$ cat src/hw/rtl/tsacs_pkg.sv
// Package of the two-state alignment column scorer: widths, codes, item types
// and saturating arithmetic helpers. No dependencies.
package tsacs_pkg;

	localparam int SCORE_BITS    = 32;
	localparam int OUT_BITS      = 32;
	localparam int CMP_BITS      = (SCORE_BITS > OUT_BITS) ? SCORE_BITS : OUT_BITS;
	localparam int REG_BITS      = 16;
	localparam int NUM_REGS      = 6;
	localparam int IDX_BITS      = 3;
	localparam int CHAR_BITS     = 8;
	localparam int FIFO_DEPTH    = 4;
	localparam int FIFO_PTR_BITS = $clog2(FIFO_DEPTH);

	typedef logic signed [SCORE_BITS-1:0] score_t;
	typedef logic signed [OUT_BITS-1:0]   out_score_t;
	typedef logic signed [CMP_BITS-1:0]   cmp_score_t;
	typedef logic signed [REG_BITS-1:0]   reg_val_t;
	typedef logic [CHAR_BITS-1:0]         char_t;

	// Configuration register indexes.
	typedef enum logic [IDX_BITS-1:0] {
		REG_MATCH      = 3'd0,
		REG_MISMATCH   = 3'd1,
		REG_GAP_OPEN   = 3'd2,
		REG_GAP_EXTEND = 3'd3,
		REG_ENTER_CN   = 3'd4,
		REG_LEAVE_CN   = 3'd5
	} reg_idx_t;

	localparam reg_val_t RESET_MATCH      = 16'sd102;
	localparam reg_val_t RESET_MISMATCH   = -16'sd91;
	localparam reg_val_t RESET_GAP_OPEN   = -16'sd772;
	localparam reg_val_t RESET_GAP_EXTEND = -16'sd25;
	localparam reg_val_t RESET_ENTER_CN   = -16'sd1000;
	localparam reg_val_t RESET_LEAVE_CN   = -16'sd1000;

	// Character codes.
	localparam char_t CHAR_GAP = 8'h2D;
	localparam char_t CHAR_A   = 8'h41;
	localparam char_t CHAR_C   = 8'h43;
	localparam char_t CHAR_G   = 8'h47;
	localparam char_t CHAR_T   = 8'h54;

	// Kind of position score a column earns, resolved by the front end.
	typedef enum logic [2:0] {
		PC_ZERO,
		PC_GAP_OPEN,
		PC_GAP_EXTEND,
		PC_MATCH,
		PC_MISMATCH
	} pos_class_t;

	// One classified column as it travels through the queue.
	typedef struct packed {
		pos_class_t pos_class;
		logic       first_column;
		logic       last_column;
	} column_t;

	// Configuration write bundle.
	typedef struct packed {
		logic                wr_en;
		logic [IDX_BITS-1:0] index;
		reg_val_t            data;
	} cfg_wr_t;

	localparam score_t SCORE_MAX = {1'b0, {(SCORE_BITS-1){1'b1}}};
	localparam score_t SCORE_MIN = {1'b1, {(SCORE_BITS-1){1'b0}}};
	localparam out_score_t OUT_MAX = {1'b0, {(OUT_BITS-1){1'b1}}};
	localparam out_score_t OUT_MIN = {1'b1, {(OUT_BITS-1){1'b0}}};

	function automatic logic is_nuc(char_t c);
		return (c == CHAR_A) || (c == CHAR_T) || (c == CHAR_C) || (c == CHAR_G);
	endfunction

	// Add a register value to a score, clamping to the signed score range.
	function automatic score_t sat_add(score_t a, reg_val_t b);
		logic signed [SCORE_BITS:0] sum;
		sum = {a[SCORE_BITS-1], a} + {{(SCORE_BITS+1-REG_BITS){b[REG_BITS-1]}}, b};
		if (sum[SCORE_BITS] != sum[SCORE_BITS-1]) begin
			return sum[SCORE_BITS] ? SCORE_MIN : SCORE_MAX;
		end
		return sum[SCORE_BITS-1:0];
	endfunction

	// Clamp a score to the signed output range.
	function automatic out_score_t out_sat(score_t x);
		cmp_score_t xe;
		cmp_score_t hi;
		cmp_score_t lo;
		xe = CMP_BITS'(x);
		hi = CMP_BITS'(OUT_MAX);
		lo = CMP_BITS'(OUT_MIN);
		if (xe > hi) begin
			return OUT_MAX;
		end
		if (xe < lo) begin
			return OUT_MIN;
		end
		return xe[OUT_BITS-1:0];
	endfunction

endpackage

$ cat src/hw/rtl/tsacs_front.sv
// Front end of the column scorer: accepts columns, tracks the gap run and
// classifies the position score. Depends on tsacs_pkg.
module tsacs_front import tsacs_pkg::*; (
	input  logic    clk,
	input  logic    arst_n,
	input  logic    in_valid,
	output logic    in_ready,
	input  char_t   upper_char,
	input  char_t   lower_char,
	input  logic    first_column,
	input  logic    last_column,
	output logic    push_valid,
	input  logic    push_ready,
	output column_t push_item
);

	logic       in_gap_run_q;
	logic       gap_run_cur;
	logic       gap_run_next;
	logic       upper_gap;
	logic       lower_gap;
	pos_class_t pos_class;

	assign in_ready   = push_ready;
	assign push_valid = in_valid;

	// A first column starts from a cleared gap flag.
	assign gap_run_cur = first_column ? 1'b0 : in_gap_run_q;
	assign upper_gap   = (upper_char == CHAR_GAP);
	assign lower_gap   = (lower_char == CHAR_GAP);

	// Classify the column and work out the gap flag it leaves behind.
	always_comb begin
		gap_run_next = gap_run_cur;
		pos_class    = PC_ZERO;
		if (upper_gap && lower_gap) begin
			pos_class = PC_ZERO;
		end else if (upper_gap || lower_gap) begin
			pos_class    = gap_run_cur ? PC_GAP_EXTEND : PC_GAP_OPEN;
			gap_run_next = 1'b1;
		end else begin
			gap_run_next = 1'b0;
			if (is_nuc(upper_char) && is_nuc(lower_char)) begin
				pos_class = (upper_char == lower_char) ? PC_MATCH : PC_MISMATCH;
			end
		end
	end

	assign push_item.pos_class    = pos_class;
	assign push_item.first_column = first_column;
	assign push_item.last_column  = last_column;

	// The gap flag advances with every accepted item.
	always_ff @(posedge clk or negedge arst_n) begin
		if (!arst_n) begin
			in_gap_run_q <= 1'b0;
		end else if (in_valid && push_ready) begin
			in_gap_run_q <= gap_run_next;
		end
	end

endmodule

$ cat src/hw/rtl/tsacs_fifo.sv
// Short queue of classified columns between the front and back ends.
// Depends on tsacs_pkg.
module tsacs_fifo import tsacs_pkg::*; (
	input  logic    clk,
	input  logic    arst_n,
	input  logic    push_valid,
	output logic    push_ready,
	input  column_t push_item,
	output logic    pop_valid,
	input  logic    pop_ready,
	output column_t pop_item
);

	column_t                  entry_q [FIFO_DEPTH];
	logic [FIFO_PTR_BITS-1:0] wr_ptr_q;
	logic [FIFO_PTR_BITS-1:0] rd_ptr_q;
	logic [FIFO_PTR_BITS:0]   count_q;
	logic                     do_push;
	logic                     do_pop;

	assign push_ready = (count_q != (FIFO_PTR_BITS+1)'(FIFO_DEPTH));
	assign pop_valid  = (count_q != '0);
	assign pop_item   = entry_q[rd_ptr_q];
	assign do_push    = push_valid && push_ready;
	assign do_pop     = pop_valid && pop_ready;

	// Pointers and fill count.
	always_ff @(posedge clk or negedge arst_n) begin
		if (!arst_n) begin
			wr_ptr_q <= '0;
			rd_ptr_q <= '0;
			count_q  <= '0;
		end else begin
			if (do_push) begin
				wr_ptr_q <= wr_ptr_q + FIFO_PTR_BITS'(1);
			end
			if (do_pop) begin
				rd_ptr_q <= rd_ptr_q + FIFO_PTR_BITS'(1);
			end
			if (do_push && !do_pop) begin
				count_q <= count_q + (FIFO_PTR_BITS+1)'(1);
			end else if (do_pop && !do_push) begin
				count_q <= count_q - (FIFO_PTR_BITS+1)'(1);
			end
		end
	end

	// Entry storage.
	always_ff @(posedge clk) begin
		if (do_push) begin
			entry_q[wr_ptr_q] <= push_item;
		end
	end

endmodule

$ cat src/hw/rtl/tsacs_back.sv
// Back end of the column scorer: configuration registers, the two-state score
// recurrence and the output register. Depends on tsacs_pkg.
module tsacs_back import tsacs_pkg::*; (
	input  logic       clk,
	input  logic       arst_n,
	input  cfg_wr_t    cfg,
	input  logic       pop_valid,
	output logic       pop_ready,
	input  column_t    pop_item,
	output logic       out_valid,
	input  logic       out_ready,
	output logic       nc_from_state,
	output logic       cn_from_state,
	output out_score_t best_total,
	output logic       end_state,
	output logic       final_valid
);

	reg_val_t   cfg_q [NUM_REGS];
	score_t     nc_total_q;
	score_t     cn_total_q;
	score_t     nc_cur;
	score_t     cn_cur;
	score_t     nc_via_cn;
	score_t     cn_via_nc;
	score_t     new_nc;
	score_t     cn_best;
	score_t     new_cn;
	reg_val_t   pos_score;
	logic       nc_ptr;
	logic       cn_ptr;
	logic       advance;
	logic       do_pop;

	logic       valid_s1;
	logic       nc_ptr_s1;
	logic       cn_ptr_s1;
	logic       last_s1;
	score_t     new_nc_s1;
	score_t     new_cn_s1;

	logic       best_state;
	out_score_t best_sat;

	logic       out_valid_q;
	logic       nc_from_q;
	logic       cn_from_q;
	out_score_t best_q;
	logic       end_state_q;
	logic       final_q;

	// Configuration registers; writes beyond the last index are dropped.
	always_ff @(posedge clk or negedge arst_n) begin
		if (!arst_n) begin
			cfg_q[REG_MATCH]      <= RESET_MATCH;
			cfg_q[REG_MISMATCH]   <= RESET_MISMATCH;
			cfg_q[REG_GAP_OPEN]   <= RESET_GAP_OPEN;
			cfg_q[REG_GAP_EXTEND] <= RESET_GAP_EXTEND;
			cfg_q[REG_ENTER_CN]   <= RESET_ENTER_CN;
			cfg_q[REG_LEAVE_CN]   <= RESET_LEAVE_CN;
		end else if (cfg.wr_en && (cfg.index < IDX_BITS'(NUM_REGS))) begin
			cfg_q[cfg.index] <= cfg.data;
		end
	end

	// Both stages move when the output register is free or being emptied.
	assign advance   = !out_valid_q || out_ready;
	assign pop_ready = advance;
	assign do_pop    = pop_valid && advance;

	// A first column starts both scores from zero.
	assign nc_cur = pop_item.first_column ? '0 : nc_total_q;
	assign cn_cur = pop_item.first_column ? '0 : cn_total_q;

	// Predecessor choice for both states; ties go to the non-conserved side.
	assign nc_via_cn = sat_add(cn_cur, cfg_q[REG_LEAVE_CN]);
	assign cn_via_nc = sat_add(nc_cur, cfg_q[REG_ENTER_CN]);
	assign nc_ptr    = !(nc_cur >= nc_via_cn);
	assign cn_ptr    = !(cn_via_nc >= cn_cur);
	assign new_nc    = nc_ptr ? nc_via_cn : nc_cur;
	assign cn_best   = cn_ptr ? cn_cur : cn_via_nc;

	// Position score selected by the class the front end resolved.
	always_comb begin
		unique case (pop_item.pos_class)
			PC_GAP_OPEN:   pos_score = cfg_q[REG_GAP_OPEN];
			PC_GAP_EXTEND: pos_score = cfg_q[REG_GAP_EXTEND];
			PC_MATCH:      pos_score = cfg_q[REG_MATCH];
			PC_MISMATCH:   pos_score = cfg_q[REG_MISMATCH];
			default:       pos_score = '0;
		endcase
	end

	assign new_cn = sat_add(cn_best, pos_score);

	// Running scores.
	always_ff @(posedge clk or negedge arst_n) begin
		if (!arst_n) begin
			nc_total_q <= '0;
			cn_total_q <= '0;
		end else if (do_pop) begin
			nc_total_q <= new_nc;
			cn_total_q <= new_cn;
		end
	end

	// Recurrence stage register.
	always_ff @(posedge clk or negedge arst_n) begin
		if (!arst_n) begin
			valid_s1 <= 1'b0;
		end else if (advance) begin
			valid_s1 <= pop_valid;
		end
	end

	always_ff @(posedge clk) begin
		if (do_pop) begin
			nc_ptr_s1 <= nc_ptr;
			cn_ptr_s1 <= cn_ptr;
			last_s1   <= pop_item.last_column;
			new_nc_s1 <= new_nc;
			new_cn_s1 <= new_cn;
		end
	end

	// Final score: the better state, ties to non-conserved, clamped to output width.
	assign best_state = !(new_nc_s1 >= new_cn_s1);
	assign best_sat   = out_sat(best_state ? new_cn_s1 : new_nc_s1);

	// Output register.
	always_ff @(posedge clk or negedge arst_n) begin
		if (!arst_n) begin
			out_valid_q <= 1'b0;
		end else if (advance) begin
			out_valid_q <= valid_s1;
		end
	end

	always_ff @(posedge clk) begin
		if (advance && valid_s1) begin
			nc_from_q   <= nc_ptr_s1;
			cn_from_q   <= cn_ptr_s1;
			final_q     <= last_s1;
			best_q      <= last_s1 ? best_sat : '0;
			end_state_q <= last_s1 && best_state;
		end
	end

	assign out_valid     = out_valid_q;
	assign nc_from_state = nc_from_q;
	assign cn_from_state = cn_from_q;
	assign best_total    = best_q;
	assign end_state     = end_state_q;
	assign final_valid   = final_q;

endmodule

$ cat src/hw/rtl/two_state_alignment_column_scorer_top.sv
// Two-state alignment column scorer. Each input item is one alignment column;
// each column yields one result item carrying the predecessor bits of the
// non-conserved and conserved scores, and on a last column the best total and
// its state. The block takes one column per clock cycle, sustained, as long as
// results are taken; the rate is set by the score recurrence in the back end,
// which works out both new running scores combinationally and registers them
// for each column it takes. A column passes a queue entry and the recurrence
// stage register, and its result is presented from the output register. A
// four-entry queue between the classifier and the recurrence keeps accepting
// columns while results are held up, until it is full.
// Depends on tsacs_pkg, tsacs_front, tsacs_fifo and tsacs_back.
module two_state_alignment_column_scorer_top import tsacs_pkg::*; (
	input  logic                clk,
	input  logic                arst_n,
	input  logic                s_tvalid,
	output logic                s_tready,
	input  logic [15:0]         s_tdata,    // [7:0] upper_char, [15:8] lower_char
	input  logic                s_tuser,    // [0] first_column
	input  logic                s_tlast,    // last_column
	output logic                m_tvalid,
	input  logic                m_tready,
	output logic [39:0]         m_tdata,    // [0] nc_from_state, [1] cn_from_state,
	                                        // [33:2] best_total, [34] end_state, rest zero
	output logic                m_tlast,    // final_valid
	input  logic                cfg_wr_en,
	input  logic [IDX_BITS-1:0] cfg_index,
	input  logic [REG_BITS-1:0] cfg_data
);

	logic       push_valid;
	logic       push_ready;
	column_t    push_item;
	logic       pop_valid;
	logic       pop_ready;
	column_t    pop_item;
	cfg_wr_t    cfg;
	logic       nc_from_state;
	logic       cn_from_state;
	out_score_t best_total;
	logic       end_state;

	assign cfg.wr_en = cfg_wr_en;
	assign cfg.index = cfg_index;
	assign cfg.data  = cfg_data;

	tsacs_front u_front (
		.clk          (clk),
		.arst_n       (arst_n),
		.in_valid     (s_tvalid),
		.in_ready     (s_tready),
		.upper_char   (s_tdata[7:0]),
		.lower_char   (s_tdata[15:8]),
		.first_column (s_tuser),
		.last_column  (s_tlast),
		.push_valid   (push_valid),
		.push_ready   (push_ready),
		.push_item    (push_item)
	);

	tsacs_fifo u_fifo (
		.clk        (clk),
		.arst_n     (arst_n),
		.push_valid (push_valid),
		.push_ready (push_ready),
		.push_item  (push_item),
		.pop_valid  (pop_valid),
		.pop_ready  (pop_ready),
		.pop_item   (pop_item)
	);

	tsacs_back u_back (
		.clk           (clk),
		.arst_n        (arst_n),
		.cfg           (cfg),
		.pop_valid     (pop_valid),
		.pop_ready     (pop_ready),
		.pop_item      (pop_item),
		.out_valid     (m_tvalid),
		.out_ready     (m_tready),
		.nc_from_state (nc_from_state),
		.cn_from_state (cn_from_state),
		.best_total    (best_total),
		.end_state     (end_state),
		.final_valid   (m_tlast)
	);

	assign m_tdata = {5'd0, end_state, best_total, cn_from_state, nc_from_state};

endmodule

$ cat config.mk
export PLATFORM = sky130hd
export DESIGN_NAME = two_state_alignment_column_scorer_top
export DESIGN_NICKNAME = d
export VERILOG_FILES = /design/src/hw/rtl/tsacs_pkg.sv /design/src/hw/rtl/tsacs_front.sv /design/src/hw/rtl/tsacs_fifo.sv /design/src/hw/rtl/tsacs_back.sv /design/src/hw/rtl/two_state_alignment_column_scorer_top.sv
export SDC_FILE = /design/constraint.sdc
export NUM_CORES = 1
export LEC_CHECK = 0
export ABC_AREA = 1
export CAP_MARGIN = 20
export CORE_MARGIN = 8
export CORE_UTILIZATION = 60
export DETAILED_ROUTE_END_ITERATION = 10
export DONT_BUFFER_PORTS = 1
export HOLD_SLACK_MARGIN = 0.03
export PLACE_DENSITY = 0.76
export SLEW_MARGIN = 20
export SYNTH_ARGS = -nofsm -noshare
export SYNTH_HDL_FRONTEND = slang
export SYNTH_SLANG_ARGS = --single-unit
$ cat constraint.sdc
create_clock -name clk -period 9.71 [get_ports clk]
set_input_delay 0.971 -clock clk [delete_from_list [all_inputs] [get_ports clk]]
set_output_delay 0.971 -clock clk [all_outputs]
set_load 0.005 [all_outputs]
==> metrics.md, run 1 <==
| Metric | Value |
|---|---|
| Mean Syn Cell Area | `7.65 µm²` |
| Critical Path Max Stage Delay | `roughly 0.46 ns` |
| Worst setup EP type | `register` |
| Tcrit/Tclk final | `0.933` |
| Most frequent cells in the layout | `nand2_1 (687), inv_1 (356), o21ai_0 (252)` |
| Status | `finished, final reports clean` |
| First DRT Iteration DRCs | `approximately 1700` |
| Reg2reg setup slack | `0.65 ns` |
| Crit Path Category | `reg -> reg` |
| Number of CTS-inserted buffers | `31` |
| Worst path slowest cell | `dfrtp_2` |
| Actual slew at the worst max-slew pin | `between 1 and 1.5 ns` |
| Core Region | `~35000 µm²` |
| Fillers | `3044` |
| Delay-heaviest family, CP | `simple AND/OR/NAND/NOR gates` |
| Synthesis Warnings | `0` |
| Async SR Flop Fraction | `0.580` |
| Max Clock Freq | `110 MHz` |
| TritonCTS clock tree | `built` |
| Pin count of the biggest net entering global routing | `171` |
| Diodes inserted | `0` |
| Synth top area cells | `edfxtp_1 (17%), dfrtp_1 (13%), nand2_1 (12%)` |
| Total congestion overflow | `0` |
| Most common cell after layout, fill and taps aside | `nand2_1` |
| Worst slew margin | `0.271` |
| CTS Buffer Depth | `3` |
| Maximum fanout along the worst path | `23` |
| Root Buffer | `clkbuf_16` |
| Final min period | `9.06 ns` |
| Post-synth EDFFs | `123` |
| DIE AREA | `41900 µm²` |
| Starting Density | `0.605` |
| Crit Reg-Reg Endpoint | `u_back.cn_total_q[30]` |
| Worst path bufs/invs | `12` |
| GRT Total Usage | `0.301` |
| Final WL | `~64000 µm` |
| Worst Hold Class | `in -> async` |
| GP Congestion | `between 1 and 1.5` |
| Fraction of layout cells with a size suffix above 1 | `0.0974` |
| Initial antenna violation count | `2` |
| Synthesized area | `21400 µm²` |
| Area delta synth->final | `8.01%` |
| Post-layout util | `0.653` |
| First drt pass iteration count | `6` |
| Critical Path RT | `roughly 10 ns` |
| Final hold vios | `0` |
| Seq/Total Area, Yosys | `0.375` |
| Post-synthesis cell count | `2791` |
| DR WL/cell | `between 15 and 20 µm` |
| Synth unique cells | `61` |
| Max Slew Vio Count | `0` |
| Clock Latency Late Sink | `0.60 ns` |
| Crit path top cell by count | `nand2_1` |
| FF+latch area | `8020 µm²` |
| Vias in the first global route | `18400` |
| Synth top area share | `0.173` |
| Area of the multi-input gates | `11500 µm²` |
| Global-route wire length before repair | `100000 µm` |
| Die height | `205 µm` |
| Vias per cell | `5.89` |
| R2R depth | `between 50 and 60` |
| FF+latch count, synth | `293` |
| Vias | `19200` |
| Clk slew on worst S/H paths | `0.06 ns` |
| Final setup vio count | `0` |
| Synth area leader | `edfxtp_1` |
| # rows | `69` |
| Layout Nets | `~3000` |
| Post-synth top flop | `edfxtp_1` |
| Remaining DRCs | `0` |
| Critical R2R Launch | `u_fifo.rd_ptr_q[0]` |
| Final Skew | `about 0.018 ns` |
| Critical path launch point type | `register` |
| Clk sinks | `293` |
| # H-tree levels | `1` |
| Worst Path Arrival | `9.49 ns` |
| Die Span X | `205 µm` |
| Antenna viol nets, final | `0` |
| Max_cap viols | `0` |
| Boundary Pins | `85` |
| Post-DP HPWL | `49200 µm` |
| I/O Buffers | `0` |
[worst max path at each step]
stage | start | to | slack [ns] | depth (start not counted)
finish | u_fifo.rd_ptr_q[0] | u_back.cn_total_q[30] | 0.65 | 57
global route | u_fifo.rd_ptr_q[0] | u_back.cn_total_q[30] | -0.001 | 58
CTS | u_fifo.rd_ptr_q[0] | u_back.cn_total_q[1] | 0.12 | 59
detailed placement | u_fifo.rd_ptr_q[0] | u_back.cn_total_q[1] | 0.18 | 59
global placement | u_fifo.rd_ptr_q[0] | u_back.cn_total_q[1] | 0.34 | 59
floorplan | u_fifo.rd_ptr_q[0] | u_back.cn_total_q[19] | 0.96 | 60
[area by class of cell]
cell class | instances | area share
multi-input cells | 2017 | 0.499
clock buffers | 40 | 0.0369
flip-flops and latches | 293 | 0.348
inverters | 391 | 0.0637
repair buffers | 43 | 0.0169
clock inverters | 18 | 0.0108
well taps | 461 | 0.0250
[cells in the mapped netlist, drive strengths merged, types with 2 or more instances]
master / instances
a21boi: 3
a31oi: 9
nor2: 152
o21a: 11
and2: 33
buf: 30
nor3: 23
or2: 23
xnor2: 24
o2111ai: 3
a221oi: 5
a2111oi: 3
a32oi: 3
clkbuf: 66
nand4: 53
nand3: 138
o22ai: 2
a21oi: 194
a21o: 9
o211ai: 5
ha: 190
edfxtp: 123
dfstp: 58
a31o: 4
clkinv: 2
a22oi: 15
o21ai: 298
xor2: 38
fa: 3
o21bai: 11
a211oi: 7
nand2: 715
inv: 389
nand3b: 4
dfrtp: 112
nor4: 8
o221ai: 18
[through the flow]
stage,cell area [µm²],TNS (ns),setup slack (ns),hold slack (ns),std cells
finish,23100,0,0.651,0.0738,3263
global route,23100,-0.00127,-0.00127,0.0599,3263
CTS,22900,0,0.123,0.0455,3254
detailed placement,21800,0,0.177,0.421,3196
global placement,21800,0,0.337,0.404,3196
floorplan,21400,0,0.958,0.400,2795
[sequential cells by signal, indices dropped and copies added, names as in the netlist]
name	flops
u_back.cn_from_state	1
u_front.in_gap_run_q	1
u_back.valid_s1	1
u_back.end_state	1
u_back.last_s1	1
u_back.cn_total_q	32
u_fifo.count_q	3
u_fifo.rd_ptr_q	2
u_back.new_cn_s1	32
u_back.cn_ptr_s1	1
u_back.cfg_q	96
u_back.best_total	32
u_back.nc_total_q	32
u_back.out_valid	1
u_back.final_valid	1
u_fifo.entry_q	20
u_back.nc_from_state	1
u_back.nc_ptr_s1	1
u_back.new_nc_s1	32
u_fifo.wr_ptr_q	2
[routing by layer]
layer,part of all wire,up-vias,global-route usage
met5,0.00039,-,0
met4,0.025,4,0.0795
met3,0.081,99,0.0443
met2,0.44,693,0.465
met1,0.46,9120,0.438
li1,-,9301,-
[logic make-up after synthesis]
kind of cell | Yosys count | synth area share
fa+ha+maj | 193 | 0.114
other cells | 1 | 0.000176
compound gates | 606 | 0.159
simple gates | 1149 | 0.234
xor+xnor | 62 | 0.0254
buf+inv | 487 | 0.0913
flops | 293 | 0.375
[timing repair]
action | in CTS | in global routing
buffers inserted | 0 | 6
hold buffers | 0 | 0
resized for setup | 0 | 18
setup endpoints to repair | 0 | 63
Power of run 1 is left out: the tool's default activity adds up to more than one toggle a clock period on the data nets, which glitch-free logic cannot reach.
==> inputs of run 2 (changes only) <==
==> constraint.sdc (replaced) <==
create_clock -name clk -period 9.34 [get_ports clk]
set_input_delay 0.934 -clock clk [delete_from_list [all_inputs] [get_ports clk]]
set_output_delay 0.934 -clock clk [all_outputs]
set_load 0.005 [all_outputs]
==> run 2 against run 1 <==
Highest routed layer unchanged. Critical endpoint is now u_back.cn_total_q[16]. Utilization up 0.78 points. Final cell count up 0.64%. Die area unchanged.
==> metrics.md, run 2 (same netlist as run 1, synthesis figures left out) <==
| Metric | Value |
|---|---|
| Status | `finished, final reports clean` |
| Final Skew | `0.0480 ns` |
| Diodes inserted | `0` |
| Maximum fanout along the worst path | `18` |
| # H-tree levels | `1` |
| CTS Buffer Depth | `3` |
| Reg2reg setup slack | `between 0.4 and 0.5 ns` |
| R2R depth | `57` |
| Tcrit/Tclk final | `0.952` |
| Setup TNS Final | `0 ns` |
| Die height | `205 µm` |
| Actual slew at the worst max-slew pin | `around 1.1 ns` |
| Critical R2R Launch | `u_fifo.rd_ptr_q[0]` |
| Final hold vios | `0` |
| GP Congestion | `0.990` |
| Total congestion overflow | `0` |
| # rows | `69` |
| GRT Total Usage | `0.303` |
| Critical Path RT | `9.86 ns` |
| Global-route wire length before repair | `101000 µm` |
| Starting Density | `0.605` |
| Max Slew Vio Count | `0` |
| I/O Buffers | `0` |
| Boundary Pins | `85` |
| Most frequent cells in the layout | `nand2_1 (686), inv_1 (356), o21ai_0 (246)` |
| First DRT Iteration DRCs | `1956` |
| Final setup vio count | `0` |
| Clock Latency Late Sink | `0.62 ns` |
| Layout Nets | `3033` |
| Largest register FFs | `between 90 and 100` |
| Worst Path Arrival | `9.41 ns` |
| Worst path slowest cell | `dfrtp_2` |
| Hold_ws | `about 0.084 ns` |
| Crit Path Category | `reg -> reg` |
| Area delta synth->final | `9.30%` |
| Die Span X | `205 µm` |
| Max Clock Freq | `112 MHz` |
| Vias | `~20000` |
| TritonCTS clock tree | `built` |
| First drt pass iteration count | `6` |
| Post-DP HPWL | `49900 µm` |
| Antenna viol nets, final | `0` |
| Pin count of the biggest net entering global routing | `101` |
| Placed Cells incl. Taps | `3207` |
| Worst slew margin | `0.278` |
| DIE AREA | `between 40000 and 50000 µm²` |
| Final setup margin | `between 0.4 and 0.5 ns` |
| Worst Hold Class | `in -> async` |
| Clk sinks | `293` |
| Fraction of layout cells with a size suffix above 1 | `0.106` |
| Final WL | `65100 µm` |
| Crit path top cell by count | `nand2_1` |
| DR WL/cell | `19.8 µm` |
| Initial antenna violation count | `1` |
| Final Instance Count excl. Fillers | `between 3000 and 4000` |
| Setup slack at placement | `0.334 ns` |
| Critical Path Max Stage Delay | `0.45 ns` |
| Clk slew on worst S/H paths | `0.06 ns` |
| Root Buffer | `clkbuf_16` |
| Number of CTS-inserted buffers | `31` |
| Crit Reg-Reg Endpoint | `u_back.cn_total_q[16]` |
| Top reg by flops | `u_back.cfg_q` |
| Final min period | `~9 ns` |
| Critical path launch point type | `register` |
| Max_cap viols | `0` |
| Most common cell after layout, fill and taps aside | `nand2_1` |
| Vias per cell | `slightly below 6` |
| Worst setup EP type | `register` |
| Remaining DRCs | `0` |
| Core Region | `35300 µm²` |
| Vias in the first global route | `18500` |
## run 2: cell types whose count changed in the layout (fill, tap and decap cells not counted), sizes merged
cell and change:
dlygate4sd3 +1, inv -1, bufinv -4, clkbuf +8, clkinvlp -2, nor2 +1, nand2 -1, buf +19
## run 2: timing repair
item | CTS | global route
hold endpoints to repair | 67 | 0
setup endpoints to repair | 0 | 63
buffers inserted | 0 | 12
hold buffers | 2 | 0
resized for setup | 0 | 40
## run 2: cell type report
class,instances,area (µm²)
inverter,391,1470
sequential,293,8020
fill,2993,12000
multi-input combinational,2017,11600
clock inverter,11,109
tap,461,577
clock buffer,47,942
timing repair buffer,64,647
## run 2: how the worst max path moves through the flow
stage               slack, ns  cells after the start                    end               start
global route            -0.13                     59  u_back.cn_total_q[28]  u_fifo.rd_ptr_q[0]
CTS                      0.21                     56  u_back.cn_total_q[20]  u_fifo.rd_ptr_q[0]
finish                   0.45                     57  u_back.cn_total_q[16]  u_fifo.rd_ptr_q[0]
detailed placement       0.33                     55   u_back.cn_total_q[2]  u_fifo.rd_ptr_q[0]
global placement         0.64                     55   u_back.cn_total_q[1]  u_fifo.rd_ptr_q[0]
floorplan                0.59                     60  u_back.cn_total_q[19]  u_fifo.rd_ptr_q[0]
## run 2: metrics by stage
stage	util	cell area (µm²)
floorplan	-	21400
global placement	0.621	21900
detailed placement	0.621	21900
CTS	0.652	23000
global route	0.661	23300
finish	0.661	23300
## run 2: critical path, delay by kind of cell, from the launching register on
family / cells / cell delay [ns]
AOI/OAI and AO/OA: 16 / 2.57
and+or+nand+nor: 22 / 2.44
adders and majority gates: 5 / 1.54
buffers and inverters: 11 / 1.18
xor gates and xnor gates: 3 / 0.61
DFF: 1 / 0.45
## run 2: layer usage
| layer | part of all wire | track usage | wire, µm |
|---|---|---|---|
| met4 | 0.024 | 0.0717 | 1540 |
| met2 | 0.44 | 0.478 | 28700 |
| met1 | 0.45 | 0.440 | 29200 |
| met3 | 0.085 | 0.0386 | 5540 |
| met5 | 0.00023 | 0 | 15 |
Power of run 2 is left out for the same reason.
==> inputs of run 3 (changes only) <==
==> constraint.sdc (replaced) <==
create_clock -name clk -period 9.34 [get_ports clk]
set_input_delay 1.401 -clock clk [delete_from_list [all_inputs] [get_ports clk]]
set_output_delay 1.401 -clock clk [all_outputs]
set_load 0.005 [all_outputs]
==> run 3 against run 2 <==
Fmax rose by 0.20%. Via count fell by 0.68%. Global-route usage fell by 0.30 points. Critical path type unchanged. First-iteration DRC count fell by 3.1%. Final area fell by 0.26%.
==> metrics.md, run 3 (same netlist as run 1, synthesis figures left out) <==
| Metric | Value |
|---|---|
| Vias | `19400` |
| Initial antenna violation count | `1` |
| Clock Latency Late Sink | `0.63 ns` |
| Crit path top cell by count | `nand2_1` |
| Status | `finished, final reports clean` |
| Vias in the first global route | `18500` |
| Pin count of the biggest net entering global routing | `roughly 170` |
| Tcrit/Tclk final | `0.950` |
| DR WL/cell | `around 20 µm` |
| Max Slew Vio Count | `0` |
| Final WL | `between 60000 and 70000 µm` |
| Global-route wire length before repair | `~100000 µm` |
| CTS Buffer Depth | `3` |
| Max Clock Freq | `between 100 and 150 MHz` |
| Top reg by flops | `u_back.cfg_q` |
| Maximum fanout along the worst path | `18` |
| Layout Nets | `3030` |
| Area of the multi-input gates | `between 10000 and 15000 µm²` |
| Core Region | `35300 µm²` |
| Most common cell after layout, fill and taps aside | `nand2_1` |
| Worst Hold Class | `reg -> reg` |
| First DRT Iteration DRCs | `1895` |
| R2R depth | `57` |
| Largest register FFs | `96` |
| Max_cap viols | `0` |
| First drt pass iteration count | `6` |
| Clk slew on worst S/H paths | `roughly 0.060 ns` |
| Hold Path Stages | `0` |
| Root Buffer | `clkbuf_16` |
| FF+latch area | `8020 µm²` |
| Worst Path Arrival | `9.39 ns` |
| Area delta synth->final | `9.02%` |
| Worst path slowest cell | `dfrtp_2` |
| Diodes inserted | `0` |
| Die Span X | `205 µm` |
| Number of CTS-inserted buffers | `31` |
| Setup slack at placement | `0.334 ns` |
| Final setup margin | `0.466 ns` |
| Actual slew at the worst max-slew pin | `1.05 ns` |
| Total congestion overflow | `0` |
| Antenna viol nets, final | `0` |
| GRT Total Usage | `0.300` |
| Vias per cell | `5.91` |
| DIE AREA | `about 42000 µm²` |
| Final hold vios | `0` |
| Final setup vio count | `0` |
| Clk sinks | `between 200 and 300` |
| Crit Path Category | `reg -> reg` |
| Worst setup EP type | `register` |
| Final min period | `8.87 ns` |
| Critical Path Max Stage Delay | `0.45 ns` |
| Placed Cells incl. Taps | `3207` |
| Critical Path RT | `9.85 ns` |
| Final Skew | `around 0.054 ns` |
| GP Congestion | `a little under 1` |
| Critical path launch point type | `register` |
| Final Instance Count excl. Fillers | `3281` |
| # H-tree levels | `1` |
| Boundary Pins | `85` |
| TritonCTS clock tree | `built` |
| Most frequent cells in the layout | `nand2_1 (685), inv_1 (356), o21ai_0 (245)` |
| Fraction of layout cells with a size suffix above 1 | `0.105` |
| Post-DP HPWL | `49900 µm` |
| Die height | `205 µm` |
| Fillers | `3001` |
| Remaining DRCs | `0` |
| # rows | `69` |
| Worst slew margin | `0.300` |
| Starting Density | `0.605` |
| I/O Buffers | `0` |
-- run 3: critical path, delay by kind of cell (launching register included) --
kind | cells | cell delay (ns)
flops | 1 | 0.45
buf+inv | 11 | 1.19
xor+xnor | 3 | 0.61
compound gates | 16 | 2.54
fa+ha+maj | 5 | 1.55
simple gates | 22 | 2.42
-- run 3: area by class of cell --
class | count | share of cell area
Multi-Input combinational cell | 2017 | 0.497
Sequential cell | 293 | 0.344
Inverter | 391 | 0.0631
Clock buffer | 47 | 0.0405
Timing Repair Buffer | 61 | 0.0252
Tap cell | 461 | 0.0248
Clock inverter | 11 | 0.00467
-- run 3: worst paths after layout --
check	from	end	slack, ns
max in group asynchronous	arst_n	u_back.cn_total_q[18]	8.46
min reg2reg	u_back.nc_ptr_s1	u_back.nc_from_state	0.43
max	u_fifo.rd_ptr_q[0]	u_back.cn_total_q[13]	0.47
min	u_back.nc_ptr_s1	u_back.nc_from_state	0.43
min in group asynchronous	arst_n	u_back.cfg_q[95]	0.48
max reg2reg	u_fifo.rd_ptr_q[0]	u_back.cn_total_q[13]	0.47
-- run 3: timing repair --
item,CTS,global route
setup endpoints to repair,0,63
setup buffers,0,12
hold buffers,0,0
gates resized for setup,0,41
-- run 3: per-layer routing --
metal	wire, µm	up-vias	GRT usage
met5	17	-	0
met4	1430	2	0.0715
met3	5140	107	0.0384
met2	28400	784	0.472
met1	29500	9190	0.435
li1	-	9323	-
-- run 3: stage by stage --
step	utilization	setup TNS, ns	hold WS, ns	cell area [µm²]
3_3_place_gp	0.621	0	0.403	21900
2_1_floorplan	-	0	0.400	21400
3_5_place_dp	0.621	0	0.417	21900
6_report	0.659	0	0.427	23300
4_1_cts	0.651	0	0.432	23000
5_1_grt	0.659	-2.93	0.433	23300
Power of run 3 is left out for the same reason.
